**src/rtl/circular_deque_assert.svh**
```systemverilog
// Assertion macros for the deque RTL, used by the top level.
`ifndef CIRCULAR_DEQUE_ASSERT_SVH
`define CIRCULAR_DEQUE_ASSERT_SVH

// Checked on every rising edge outside of reset.
`define CD_ASSERT(lbl, prop, msg) \
  lbl: assert property (@(posedge clk) disable iff (!rst_n) prop) else $error(msg);

// Checked on every rising edge, reset included.
`define CD_ASSERT_ALWAYS(lbl, prop, msg) \
  lbl: assert property (@(posedge clk) prop) else $error(msg);

`endif

```
**src/rtl/cd_pkg.sv**
```systemverilog
// Shared constants, codes and types of the circular deque.
package cd_pkg;

  localparam int DATA_W    = 32;
  localparam int OP_W      = 3;
  localparam int STATUS_W  = 2;
  localparam int DEPTH_DEF = 4;

  localparam logic [OP_W-1:0] OP_PUSH_FRONT = 3'd0;
  localparam logic [OP_W-1:0] OP_PUSH_REAR  = 3'd1;
  localparam logic [OP_W-1:0] OP_POP_FRONT  = 3'd2;
  localparam logic [OP_W-1:0] OP_POP_REAR   = 3'd3;
  localparam logic [OP_W-1:0] OP_PEEK_FRONT = 3'd4;

  localparam logic [STATUS_W-1:0] ST_OK        = 2'd0;
  localparam logic [STATUS_W-1:0] ST_OVERFLOW  = 2'd1;
  localparam logic [STATUS_W-1:0] ST_UNDERFLOW = 2'd2;

  // Commands broadcast to every cell of the row; at most one is set.
  typedef struct packed {
    logic push_front;
    logic push_rear;
    logic pop_front;
    logic pop_rear;
  } cd_ctrl_t;

endpackage

```
**src/rtl/cd_if.sv**
```systemverilog
// Valid/ready channel interfaces for request and result words.
interface cd_in_if;
  logic                                  valid;
  logic                                  ready;
  logic        [cd_pkg::OP_W-1:0]        op;
  logic signed [cd_pkg::DATA_W-1:0]      push_value;

  modport source (output valid, output op, output push_value, input ready);
  modport sink   (input valid, input op, input push_value, output ready);
endinterface

interface cd_out_if;
  logic                                  valid;
  logic                                  ready;
  logic signed [cd_pkg::DATA_W-1:0]      read_value;
  logic        [cd_pkg::STATUS_W-1:0]    status;
  logic                                  is_empty;
  logic                                  is_full;

  modport source (output valid, output read_value, output status, output is_empty,
                  output is_full, input ready);
  modport sink   (input valid, input read_value, input status, input is_empty,
                  input is_full, output ready);
endinterface

```
**src/rtl/circular_deque.sv**
```systemverilog
// Top level of the circular deque: a row of shifting cells and a result register.
//
//   channel  | dir | handshake         | payload
//   ---------+-----+-------------------+----------------------------------------
//   in_w     | in  | valid/ready       | op, push_value
//   out_w    | out | valid/ready       | read_value, status, is_empty, is_full
//
// One request word is taken per cycle; its result appears in the next cycle.
// The result register is the only stage, so the rate is set by how fast the
// sink drains it: a new request is taken whenever that register is empty or
// being read in the same cycle. Reset clears the occupancy bits of all cells and
// the result register's valid bit at once; no clearing pass follows. While the sink
// stalls with a result pending, in_w.ready stays low and the cells hold.
module circular_deque #(
  parameter int DEPTH = cd_pkg::DEPTH_DEF
) (
  input  logic    clk,
  input  logic    rst_n,
  cd_in_if.sink   in_w,
  cd_out_if.source out_w
);
  import cd_pkg::*;

  // The deque is kept compacted: entry k from the front lives in cell k, so
  // the occupancy bits always form a run of ones starting at cell 0.
  logic signed [DATA_W-1:0] data_w [DEPTH];
  logic signed [DATA_W-1:0] tap_w  [DEPTH];
  logic        [DEPTH-1:0]  valid_w;

  cd_ctrl_t ctrl, cell_ctrl;
  logic     fire;
  logic     empty, full;
  logic signed [DATA_W-1:0] rear_data;

  logic                     out_valid_r;
  logic signed [DATA_W-1:0] rd_r, rd_nxt;
  logic [STATUS_W-1:0]      st_r, st_nxt;
  logic                     emp_r, emp_nxt;
  logic                     full_r, full_nxt;

  assign empty = !valid_w[0];
  assign full  = valid_w[DEPTH-1];

  assign in_w.ready = !out_valid_r || out_w.ready;
  assign fire       = in_w.valid && in_w.ready;
  assign cell_ctrl  = fire ? ctrl : '0;

  genvar gi;
  generate
    for (gi = 0; gi < DEPTH; gi++) begin : g_cell
      logic signed [DATA_W-1:0] l_data, r_data;
      logic                     l_valid, r_valid;
      if (gi == 0) begin : g_head
        // A front push feeds the new word in at the head of the row.
        assign l_data  = in_w.push_value;
        assign l_valid = 1'b1;
      end else begin : g_mid
        assign l_data  = data_w[gi-1];
        assign l_valid = valid_w[gi-1];
      end
      if (gi == DEPTH-1) begin : g_tail
        assign r_data  = '0;
        assign r_valid = 1'b0;
      end else begin : g_body
        assign r_data  = data_w[gi+1];
        assign r_valid = valid_w[gi+1];
      end
      cd_cell u_cell (
        .clk         (clk),
        .rst_n       (rst_n),
        .ctrl        (cell_ctrl),
        .push_value  (in_w.push_value),
        .left_data   (l_data),
        .left_valid  (l_valid),
        .right_data  (r_data),
        .right_valid (r_valid),
        .data_o      (data_w[gi]),
        .valid_o     (valid_w[gi]),
        .tap_o       (tap_w[gi])
      );
    end
  endgenerate

  // At most one cell, the rear one, drives its word onto its tap; all others give zero.
  always_comb begin
    rear_data = '0;
    for (int i = 0; i < DEPTH; i++) begin
      rear_data = rear_data | tap_w[i];
    end
  end

  // Request decode. Errors and unused codes leave the row untouched and
  // report the flags of the unchanged deque.
  always_comb begin
    ctrl     = '0;
    rd_nxt   = '0;
    st_nxt   = ST_OK;
    emp_nxt  = empty;
    full_nxt = full;
    case (in_w.op)
      OP_PUSH_FRONT, OP_PUSH_REAR: begin
        if (full) begin
          st_nxt = ST_OVERFLOW;
        end else begin
          ctrl.push_front = (in_w.op == OP_PUSH_FRONT);
          ctrl.push_rear  = (in_w.op == OP_PUSH_REAR);
          emp_nxt         = 1'b0;
          full_nxt        = valid_w[DEPTH-2];
        end
      end
      OP_POP_FRONT, OP_POP_REAR: begin
        if (empty) begin
          st_nxt = ST_UNDERFLOW;
        end else begin
          ctrl.pop_front = (in_w.op == OP_POP_FRONT);
          ctrl.pop_rear  = (in_w.op == OP_POP_REAR);
          rd_nxt         = (in_w.op == OP_POP_FRONT) ? data_w[0] : rear_data;
          emp_nxt        = !valid_w[1];
          full_nxt       = 1'b0;
        end
      end
      OP_PEEK_FRONT: begin
        if (empty) begin
          st_nxt = ST_UNDERFLOW;
        end else begin
          rd_nxt = data_w[0];
        end
      end
      default: begin
      end
    endcase
  end

  always_ff @(posedge clk) begin
    if (!rst_n) begin
      out_valid_r <= 1'b0;
    end else if (fire) begin
      out_valid_r <= 1'b1;
    end else if (out_w.ready) begin
      out_valid_r <= 1'b0;
    end
  end

  always_ff @(posedge clk) begin
    if (fire) begin
      rd_r   <= rd_nxt;
      st_r   <= st_nxt;
      emp_r  <= emp_nxt;
      full_r <= full_nxt;
    end
  end

  assign out_w.valid      = out_valid_r;
  assign out_w.read_value = rd_r;
  assign out_w.status     = st_r;
  assign out_w.is_empty   = emp_r;
  assign out_w.is_full    = full_r;

  `include "circular_deque_assert.svh"

  `CD_ASSERT(a_compact, (valid_w & (valid_w + {{(DEPTH-1){1'b0}}, 1'b1})) == '0, "cells not compacted")
  `CD_ASSERT(a_ovf_full, out_valid_r && st_r == ST_OVERFLOW |-> full_r && rd_r == '0, "overflow while not full")
  `CD_ASSERT(a_udf_empty, out_valid_r && st_r == ST_UNDERFLOW |-> emp_r && rd_r == '0, "underflow while not empty")
  `CD_ASSERT(a_flags, out_valid_r |-> !(emp_r && full_r), "empty and full together")
  `CD_ASSERT(a_push_lands, fire && !full && (in_w.op == OP_PUSH_FRONT || in_w.op == OP_PUSH_REAR) |=> valid_w[0], "push lost")

endmodule

```
**src/rtl/cd_cell.sv**
```systemverilog
// One storage cell of the deque row; entries sit front first from cell 0.
module cd_cell (
  input  logic                             clk,
  input  logic                             rst_n,
  input  cd_pkg::cd_ctrl_t                 ctrl,
  input  logic signed [cd_pkg::DATA_W-1:0] push_value,
  input  logic signed [cd_pkg::DATA_W-1:0] left_data,
  input  logic                             left_valid,
  input  logic signed [cd_pkg::DATA_W-1:0] right_data,
  input  logic                             right_valid,
  output logic signed [cd_pkg::DATA_W-1:0] data_o,
  output logic                             valid_o,
  output logic signed [cd_pkg::DATA_W-1:0] tap_o
);
  import cd_pkg::*;

  logic signed [DATA_W-1:0] data_r, data_nxt;
  logic                     valid_r, valid_nxt;

  always_comb begin
    data_nxt  = data_r;
    valid_nxt = valid_r;
    if (ctrl.push_front) begin
      data_nxt  = left_data;
      valid_nxt = left_valid;
    end else if (ctrl.push_rear) begin
      // The first free cell, behind an occupied one or cell 0 of an empty row, takes the new rear word.
      if (!valid_r && left_valid) begin
        data_nxt  = push_value;
        valid_nxt = 1'b1;
      end
    end else if (ctrl.pop_front) begin
      data_nxt  = right_data;
      valid_nxt = right_valid;
    end else if (ctrl.pop_rear) begin
      if (valid_r && !right_valid) begin
        valid_nxt = 1'b0;
      end
    end
  end

  always_ff @(posedge clk) begin
    if (!rst_n) begin
      valid_r <= 1'b0;
    end else begin
      valid_r <= valid_nxt;
    end
  end

  always_ff @(posedge clk) begin
    data_r <= data_nxt;
  end

  assign data_o  = data_r;
  assign valid_o = valid_r;
  // Only the rear cell drives its word onto the rear read tap.
  assign tap_o   = (valid_r && !right_valid) ? data_r : '0;

endmodule

```
**src/flat_wrapper.sv**
```systemverilog
// flat-port wrapper written by rule: the top's interface ports become plain ports
module circular_deque_flat import cd_pkg::*;
#(
  parameter int DEPTH = cd_pkg::DEPTH_DEF
)
  (clk, rst_n, in_w_valid, in_w_op, in_w_push_value, in_w_ready, out_w_valid, out_w_read_value, out_w_status, out_w_is_empty, out_w_is_full, out_w_ready);
  cd_in_if in_w_i ();
  cd_out_if out_w_i ();
  input  logic clk;
  input  logic rst_n;
  input wire logic [$bits(in_w_i.valid)-1:0] in_w_valid;
  input wire logic [$bits(in_w_i.op)-1:0] in_w_op;
  input wire logic [$bits(in_w_i.push_value)-1:0] in_w_push_value;
  output wire logic [$bits(in_w_i.ready)-1:0] in_w_ready;
  output wire logic [$bits(out_w_i.valid)-1:0] out_w_valid;
  output wire logic [$bits(out_w_i.read_value)-1:0] out_w_read_value;
  output wire logic [$bits(out_w_i.status)-1:0] out_w_status;
  output wire logic [$bits(out_w_i.is_empty)-1:0] out_w_is_empty;
  output wire logic [$bits(out_w_i.is_full)-1:0] out_w_is_full;
  input wire logic [$bits(out_w_i.ready)-1:0] out_w_ready;
  assign in_w_i.valid = in_w_valid;
  assign in_w_i.op = in_w_op;
  assign in_w_i.push_value = in_w_push_value;
  assign in_w_ready = in_w_i.ready;
  assign out_w_valid = out_w_i.valid;
  assign out_w_read_value = out_w_i.read_value;
  assign out_w_status = out_w_i.status;
  assign out_w_is_empty = out_w_i.is_empty;
  assign out_w_is_full = out_w_i.is_full;
  assign out_w_i.ready = out_w_ready;
  circular_deque #(.DEPTH(DEPTH)) u_core (.clk(clk), .rst_n(rst_n), .in_w(in_w_i), .out_w(out_w_i));
endmodule
```
**config.mk**
```make
export PLATFORM = sky130hd
export DESIGN_NAME = circular_deque_flat
export DESIGN_NICKNAME = d
export VERILOG_FILES = /design/src/rtl/cd_pkg.sv /design/src/rtl/cd_if.sv /design/src/rtl/circular_deque.sv /design/src/rtl/cd_cell.sv /design/src/flat_wrapper.sv
export VERILOG_INCLUDE_DIRS = /design/src /design/src/rtl
export SDC_FILE = /design/constraint.sdc
export NUM_CORES = 1
export LEC_CHECK = 0
export ABC_AREA = 0
export BUFFER_PORTS_ARGS = -buffer_cell sky130_fd_sc_hd__buf_2
export CORE_MARGIN = 1
export CORE_UTILIZATION = 40
export DETAILED_ROUTE_END_ITERATION = 8
export MAX_ROUTING_LAYER = met4
export SYNTH_ARGS = -nofsm -noshare
export SYNTH_HDL_FRONTEND = slang
export SYNTH_SLANG_ARGS = --single-unit
```
**constraint.sdc**
```tcl
create_clock -name clk -period 5 [get_ports clk]
set_input_delay 0.25 -clock clk [delete_from_list [all_inputs] [get_ports clk]]
set_output_delay 0.25 -clock clk [all_outputs]
set_load 0.005 [all_outputs]
```
* Word-level counts from Yosys, hierarchy flattened
Index checks and enable logic that the tools add are counted.
** Storage, ports and cells
- Register bits :: 169
- Bits of input ports :: 39
- Output and inout port bits :: 38
- Logic and storage cells :: 114
** Cells by class
- Equality and inequality tests :: 8
- Muxes and demuxes :: 62
- Bitwise logic cells :: 3
- Reductions and logical operators :: 28
** Operators by type and width (number)
- 32-bit two-way mux :: 23
- 32-bit bitwise OR :: 3
- 32-bit one-hot mux with 2 select lines :: 1
- 1-bit two-way mux :: 29
- 4-bit nonzero test :: 4
- 3-bit by 2-bit != test with 1-bit output, second input constant :: 4
- 2-bit AND reduction :: 6
- 2-bit two-way mux :: 5
- 3-bit by 2-bit == test with 1-bit output, second input constant :: 2
- 3-bit AND reduction :: 2
- 1-bit zero test :: 5
- 1-bit logical AND :: 4
- 4-bit two-way mux :: 1
- 1-bit one-hot mux with 2 select lines :: 2
- 2-bit one-hot mux with 2 select lines :: 1
- 2-bit OR reduction :: 2
- 3-bit by 1-bit == test with 1-bit output, second input constant :: 1
- 3-bit == test, second input constant :: 1
- 3-bit zero test :: 1
- 3-bit nonzero test :: 1
- 3-bit OR reduction :: 1
- 2-bit nonzero test :: 1
- 1-bit logical OR :: 1

* Logic depth before layout (Yosys ltp)
Gate-level depths: netlist (run 1).
- Depth in word-level cells :: 9
- Depth in mapped cells :: 8

* Modules after synthesis
A second synthesis (run 1) with hierarchy kept.
** Second synthesis, totals
- Cell total of the unflattened synthesis :: 874
- Area, all modules :: 9603.0 um^2
** By module, submodules not included
- cd_cell :: times used 4, cells each 184, area an instance 1955.6 um^2, seq. area each 980.9 um^2
- circular_deque :: times used 1, cells each 138, area an instance 1780.5 um^2, seq. area each 1101.1 um^2

* Worst setup path after synthesis (run 1)
No wires, ideal clock.
- Path kind :: register to register
- Start point :: register u_core.out_valid_r (netlist: u_core.out_w.valid)
- End point :: register u_core.g_cell[3].u_cell.data_r[0] (enable)
- Arrival :: 4.682 ns
- Required time :: 4.534 ns
- Slack :: -0.148 ns
- Stages on the path, launching flop included :: 5
- Buffers on the path :: 0
- Clock period less this slack :: 5.148 ns
- Cells stage by stage :: dfxtp_1 -> and2b_2 -> nor2_1 -> a21oi_1 -> o21ai_0
** Between the ends
- Word-level cells in the longest chain between the ends :: 6
- Elaborated cells between the ends (all ways) :: 7
- Those cells by class :: eq/ne (1); mux (1); reduce/logical (5)
** Ends and longest elaborated chain
- start, declared :: line circular_deque.sv:35 : logic out_valid_r;
- start signal, assigned :: line circular_deque.sv:136 : out_valid_r <= 1'b0;
- start signal, assigned :: line circular_deque.sv:138 : out_valid_r <= 1'b1;
- start signal, assigned :: line circular_deque.sv:140 : out_valid_r <= 1'b0;
- 1-bit zero test (*) :: line circular_deque.sv:44 : assign in_w.ready = !out_valid_r || out_w.ready;
- 1-bit logical OR (*) :: line circular_deque.sv:44
- 1-bit logical AND (*) :: line circular_deque.sv:45 : assign fire = in_w.valid && in_w.ready;
- net u_core.fire :: line circular_deque.sv:31 : logic fire;
- 4-bit two-way mux (*) :: line circular_deque.sv:46 : assign cell_ctrl = fire ? ctrl : '0;
- 3-bit by 2-bit != test with 1-bit output (no line) or 3-bit nonzero test (tied branches)
- 2-bit AND reduction (no line) (*)
- end signal, assigned :: line cd_cell.sv:51 : data_r <= data_nxt;
- end, declared :: line cd_cell.sv:17 : logic signed [DATA_W-1:0] data_r, data_nxt;
The timed path passes the listed nets; every way through them passes the cells marked *.
A chain may end at the register's enable or synchronous reset.

* Worst setup path in the final report (run 1)
- Start point :: register u_core.g_cell[3].u_cell.valid_r
- End point :: register u_core.g_cell[0].u_cell.data_r[3] (enable)
** Between the ends
- Word-level cells in the longest chain between the ends :: 5
- Elaborated cells between the ends (all ways) :: 6
- Those cells by class :: eq/ne (1); mux (3); reduce/logical (2)
** Ends and longest elaborated chain
- start, declared :: line cd_cell.sv:18 : logic valid_r, valid_nxt;
- start signal, assigned :: line cd_cell.sv:46 : valid_r <= valid_nxt;
- 2-bit two-way mux (*) :: line circular_deque.sv:102 : if (full) begin
- 2-bit two-way mux (*) :: line circular_deque.sv:100 : case (in_w.op)
- 4-bit two-way mux (*) :: line circular_deque.sv:46
- 3-bit by 2-bit != test with 1-bit output (no line) or 3-bit nonzero test (tied branches)
- 2-bit AND reduction (no line) (*)
- end signal, assigned :: line cd_cell.sv:51
- end, declared :: line cd_cell.sv:17
Every way passes the cells marked *; elsewhere a longest branch is shown, timed or not.

==> results of run 1 <==
[kinds of logic (layout without fill, tap and decap cells)]
group	count (synthesis)	after routing	synth area share (%)
multiplexers	96	96	11.3
AND/OR/NAND/NOR	249	249	12.6
flip-flops	169	169	58.9
AO/OA/AOI/OAI	183	183	13.5
buffers and inverters	67	128	3.68
[synth_stat cells, drive strengths merged]
master   count
and2b        3
and2         2
o21ai      103
nor2b        1
o221a        2
o21a         1
or2         32
edfxtp     164
inv          6
nand2      164
a21oi       33
o211a        1
and3b        1
a2bb2oi      2
buf         29
dfxtp        5
nand3        2
nand2b       1
o31ai        1
o22ai        1
o41ai        1
nor3b        1
and3         1
a222oi      32
nor3         2
nor2        38
or4b         1
o32ai        2
mux2i       96
clkbuf      32
a21boi       4
[worst reg2reg max path: cells and delay by family (launching register included)]
family,cells,cell delay [ns]
and+or+nand+nor,2,0.68
buffers and inverters,2,0.74
AOI/OAI and AO/OA,2,0.92
DFF,1,0.31
[metal layers]
| layer | part of all wire [%] | vias to the layer above |
|---|---|---|
| li1 | - | 2905 |
| met1 | 46 | 3058 |
| met2 | 47 | 205 |
| met3 | 5.4 | 25 |
| met4 | 1.4 | 0 |
| met5 | 0 | - |
[flip-flops by register name, indices dropped and copies added, names as in the netlist]
name	count
u_core.g_cell.u_cell.valid_o	4
u_core.out_w.is_empty	1
u_core.g_cell.u_cell.data_o	128
u_core.out_w.is_full	1
u_core.out_w.status	2
u_core.out_w.valid	1
u_core.out_w.read_value	32
[power breakdown]
| group | switching (W) | internal [W] |
|---|---|---|
| Sequential | 0.0000247 | 0.00160 |
| Clock | 0.000580 | 0.000838 |
| Combinational | 0.000167 | 0.0000953 |
[final cells by class]
type | count | area [um2]
well taps | 275 | 344
clock inverters | 15 | 200
repair buffers | 90 | 492
inverters | 6 | 22.5
clock buffers | 17 | 425
flip-flops and latches | 169 | 5020
multi-input cells | 528 | 3260
fillers | 1984 | 11200
[metrics by stage]
| step | total power, W | util (%) | setup slack, ns | cells |
|---|---|---|---|---|
| CTS | 0.00333 | 46.6 | 2.02 | 1100 |
| global route | 0.00342 | 46.6 | 1.80 | 1100 |
| detailed placement | 0.00192 | 43.6 | 1.89 | 1068 |
| floorplan | 0.00182 | - | 0.549 | 764 |
| global placement | 0.00192 | 43.6 | 1.95 | 1068 |
| finish | 0.00331 | 46.6 | 2.04 | 1100 |
[final timing paths]
| kind | startpoint | to | slack [ns] | cells past startpoint |
|---|---|---|---|---|
| setup / recovery | u_core.g_cell[3].u_cell.valid_o | u_core.g_cell[0].u_cell.data_o[3] | 2.04 | 6 |
| hold / removal | rst_n | u_core.g_cell[1].u_cell.valid_o | 0.10 | 2 |
| setup reg to reg | u_core.g_cell[3].u_cell.valid_o | u_core.g_cell[0].u_cell.data_o[3] | 2.04 | 6 |
| hold reg to reg | u_core.g_cell[3].u_cell.data_o[5] | u_core.g_cell[2].u_cell.data_o[5] | 0.56 | 2 |
==> flow_metrics.tcl, run 1 <==
set metrics [dict create \
    drv_slew 0 \
    synthCells 764 \
    grtUsageTotal_pct 21.3 \
    yosys-top-cells-area "edfxtp_1 (58%), mux2i_1 (11%), nand2_1 (7.2%), o21ai_0 (6.0%), a222oi_1 (3.8%)" \
    critPathLaunchType "flop" \
    crit_path_cell_trace "nor3_1 -> and3_1 -> buf_4 -> a21oi_1 -> o22ai_4 -> buf_4" \
    grt_max_degree 101 \
    clk_pin_slew_ns 0.07 \
    crit_slowest_cell "o22ai_4" \
    gp_congestion 0.766 \
    dr.pass1.iters 7 \
    synth_top_area_share_pct 57.7 \
    cts_tree "yes" \
    diodes 0 \
    hold_violations 0 \
    worstPathMaxFanout 34 \
    worstPathArrival_ns 3.10 \
    insertion_delay_ns 0.44 \
    wl_per_cell_um 19.8 \
    synth-seq-area-share_pct 58.9 \
    yosysTopAreaCell "edfxtp_1" \
    area_growth_pct 14.5 \
    synth_area_um2 8530 \
    die-width_um 148 \
    skew_ns 0.00724 \
    cp_common_cell "buf_4" \
    cts_buffers 17 \
    rows 53 \
    antenna_found_initial 0 \
    wl_mm 21.8 \
    rsz0062_at_grt "no" \
    tightest_slew_ns 1.05 \
    met1_usage_pct 28.6 \
    synth_warnings 0 \
    p_per_area_nw_per_um2 339 \
    viasPerCell 5.63 \
    fin_tns_setup_ns 0 \
    nets 851 \
    setup_viol 0 \
    use_met3_pct 3.33 \
    layout-drive-gt1-share_pct 20.6 \
    end_kind "flop" \
    grt_overflow 0 \
    start_util_pct 40.7 \
    avgSynthCellArea_um2 11.2 \
    boundaryPins 77 \
    root_buffer "clkbuf_16" \
    drc 0 \
    vdd_ir_drop_max_uv 184 \
    crit_family "compound AO/OA/AOI/OAI gates" \
    cts_setup_buffers 0 \
    hold_ws_ns 0.103 \
    drv_cap 0 \
    num_vias 6193 \
    met2_usage_pct 32.8 \
    final_antenna_net_count 0 \
    hpwl_mm 12.0 \
    max_slew_margin_pct 30.0 \
    cts-resized-gates 0 \
    status "complete, no violations" \
    core_area_um2 21000 \
    hp-class "input pin to flop" \
    busiest_layer "met2" \
    io_buffer_count 76 \
    die_h_um 148 \
    place_area_um2 9140 \
    clock_sinks 169 \
    fin_crit_ns 2.96 \
    period_share_pct 59.1 \
    synth_seq_cells 169 \
    final_cell_mix "nand2_1 (164), edfxtp_1 (164), o21ai_0 (101)" \
    finalInstanceArea_um2 9770 \
    cp.required_ns 5.14 \
    leakage_nw 3.73 \
    crit_type "flop to flop" \
    ctsHtreeMaxLevel 4 \
    synthDistinctLibCells 39 \
    cp_slowest_stage_delay_ns 0.71 \
    die-area_um2 21900 \
    cts_buffer_depth 2 \
    grt_pass1_wl_mm 34.1 \
    syn_nets 803 \
    grt_pass1_vias 5915 \
    path_buf_inv 2 \
    dr.first_iter.drc_count 629 \
    timing.fmax_ghz 0.338 \
    hold_buffers 0 \
]
Note: power is estimated with default switching activity, not from simulation.
==> inputs of run 2 (changes only) <==
==> constraint.sdc (replaced) <==
create_clock -name clk -period 2.97 [get_ports clk]
set_input_delay 0.1485 -clock clk [delete_from_list [all_inputs] [get_ports clk]]
set_output_delay 0.1485 -clock clk [all_outputs]
set_load 0.005 [all_outputs]
==> run 2 against run 1 <==
  * Die area unchanged
  * Setup slack got worse by 1.4 ns
  * Largest cell class unchanged
  * Power increased by 58%
  * Critical path type unchanged
  * Clock-buffer cell count increased by 2
==> flow_metrics.tcl, run 2 (synthesis results as in run 1) <==
set metrics [dict create \
    cts_setup_buffers 0 \
    cts_buffers 17 \
    worst_slack_ns 0.617 \
    die-width_um 148 \
    setup_viol 0 \
    crit_type "flop to flop" \
    clkPwrFrac_pct 38.9 \
    worstPathArrival_ns 2.63 \
    layout-drive-gt1-share_pct 20.4 \
    final_antenna_net_count 0 \
    grt_overflow 0 \
    skew_ns 0.00751 \
    boundaryPins 77 \
    fin_tns_setup_ns 0 \
    wl_met2_mm 10.6 \
    drc 0 \
    period_share_pct 79.2 \
    tightest_slew_ns 0.960 \
    dp_slack_ns 0.665 \
    cts-resized-gates 0 \
    reg2reg_setup_slack_ns 0.62 \
    p_int_w 0.00399 \
    drv_cap 0 \
    cts_tree "yes" \
    fin_crit_ns 2.35 \
    largest_reg_flops 128 \
    rows 53 \
    finalInstanceArea_um2 9730 \
    antenna_found_initial 1 \
    clock_sinks 169 \
    nets 860 \
    vdd_ir_drop_max_uv 314 \
    dr.pass1.iters 7 \
    hold_violations 0 \
    root_buffer "clkbuf_16" \
    p_sw_w 0.00123 \
    num_vias 6218 \
    hp-class "input pin to flop" \
    die-area_um2 21900 \
    seq_area_um2 5020 \
    hpwl_mm 12.6 \
    timing.fmax_ghz 0.425 \
    max_slew_margin_pct 35.6 \
    grt_pass1_wl_mm 34.2 \
    ctsHtreeMaxLevel 4 \
    viasPerCell 5.62 \
    grt_pass1_vias 5988 \
    wl_per_cell_um 19.7 \
    rsz0062_at_grt "no" \
    critPathLaunchType "flop" \
    hold_buffers 0 \
    highest_layer "met4" \
    pwr-share-comb_pct 8.6 \
    clk_pin_slew_ns 0.06 \
    p_sw_share_pct 23.5 \
    status "complete, no violations" \
    insertion_delay_ns 0.43 \
    cts_buffer_depth 2 \
    leakage_nw 3.73 \
    wl_mm 21.8 \
    multi_input_area_um2 3250 \
    dr.first_iter.drc_count 643 \
    grtUsageTotal_pct 21.2 \
    p_per_area_nw_per_um2 536 \
    grt_max_degree 196 \
    end_kind "flop" \
    wl_met3_mm 1.14 \
    area_growth_pct 14.0 \
    start_util_pct 40.7 \
    die_h_um 148 \
    final_cell_mix "nand2_1 (164), edfxtp_1 (164), o21ai_0 (101)" \
    place_area_um2 9210 \
    gp_congestion 0.822 \
    io_buffer_count 76 \
    seqPwrFrac_pct 52.5 \
    core_area_um2 21000 \
    m1WireLength_mm 9.82 \
    fill_cells 2010 \
    drv_slew 0 \
    cp.required_ns 3.24 \
    worstPathMaxFanout 17 \
]
run 2: layer usage:
| layer | global-route usage (%) | vias up |
|---|---|---|
| met5 | - | - |
| met4 | 7.01 | 0 |
| met3 | 3.52 | 18 |
| met2 | 33.1 | 202 |
| met1 | 28.0 | 3069 |
| li1 | - | 2929 |
run 2: final timing paths:
path	startpoint	to	depth (start not counted)
max	u_core.g_cell[0].u_cell.valid_o	u_core.out_w.read_value[3]	5
min	rst_n	u_core.g_cell[2].u_cell.valid_o	2
min reg2reg	u_core.g_cell[3].u_cell.data_o[15]	u_core.g_cell[2].u_cell.data_o[15]	2
max reg2reg	u_core.g_cell[0].u_cell.valid_o	u_core.out_w.read_value[3]	5
run 2: power groups by stage:
stage / clock network, W / logic (W) / registers [W]
2_1_floorplan: 0 / 0.000280 / 0.00278
3_3_place_gp: 0 / 0.000448 / 0.00279
3_5_place_dp: 0 / 0.000453 / 0.00279
4_1_cts: 0.00206 / 0.000453 / 0.00274
5_1_grt: 0.00216 / 0.000499 / 0.00274
6_report: 0.00203 / 0.000450 / 0.00274
run 2: cell type report:
type                       count  share of cell area, %
inverter                       6                  0.232
clock buffer                  19                   4.45
sequential                   169                   51.7
clock inverter                 9                  0.823
multi-input combinational    528                   33.4
timing repair buffer          99                   5.88
tap                          275                   3.54
antenna                        1                 0.0257
run 2: critical path, cell delays in order (launching register included):
cell      delay [ns]
dfxtp_1         0.58
nand2b_1        0.17
a21boi_2        0.75
buf_4           0.41
o21ai_0         0.13
a21oi_1         0.14
run 2: through the flow:
| stage | std cells | util (%) | total power (W) | hold slack, ns |
|---|---|---|---|---|
| 2_1_floorplan | 764 | - | 0.00306 | 0.290 |
| 3_3_place_gp | 1077 | 44.0 | 0.00323 | 0.459 |
| 3_5_place_dp | 1077 | 44.0 | 0.00324 | 0.461 |
| 4_1_cts | 1105 | 46.4 | 0.00525 | 0.00970 |
| 5_1_grt | 1106 | 46.4 | 0.00541 | 0.0211 |
| 6_report | 1106 | 46.4 | 0.00522 | 0.0217 |
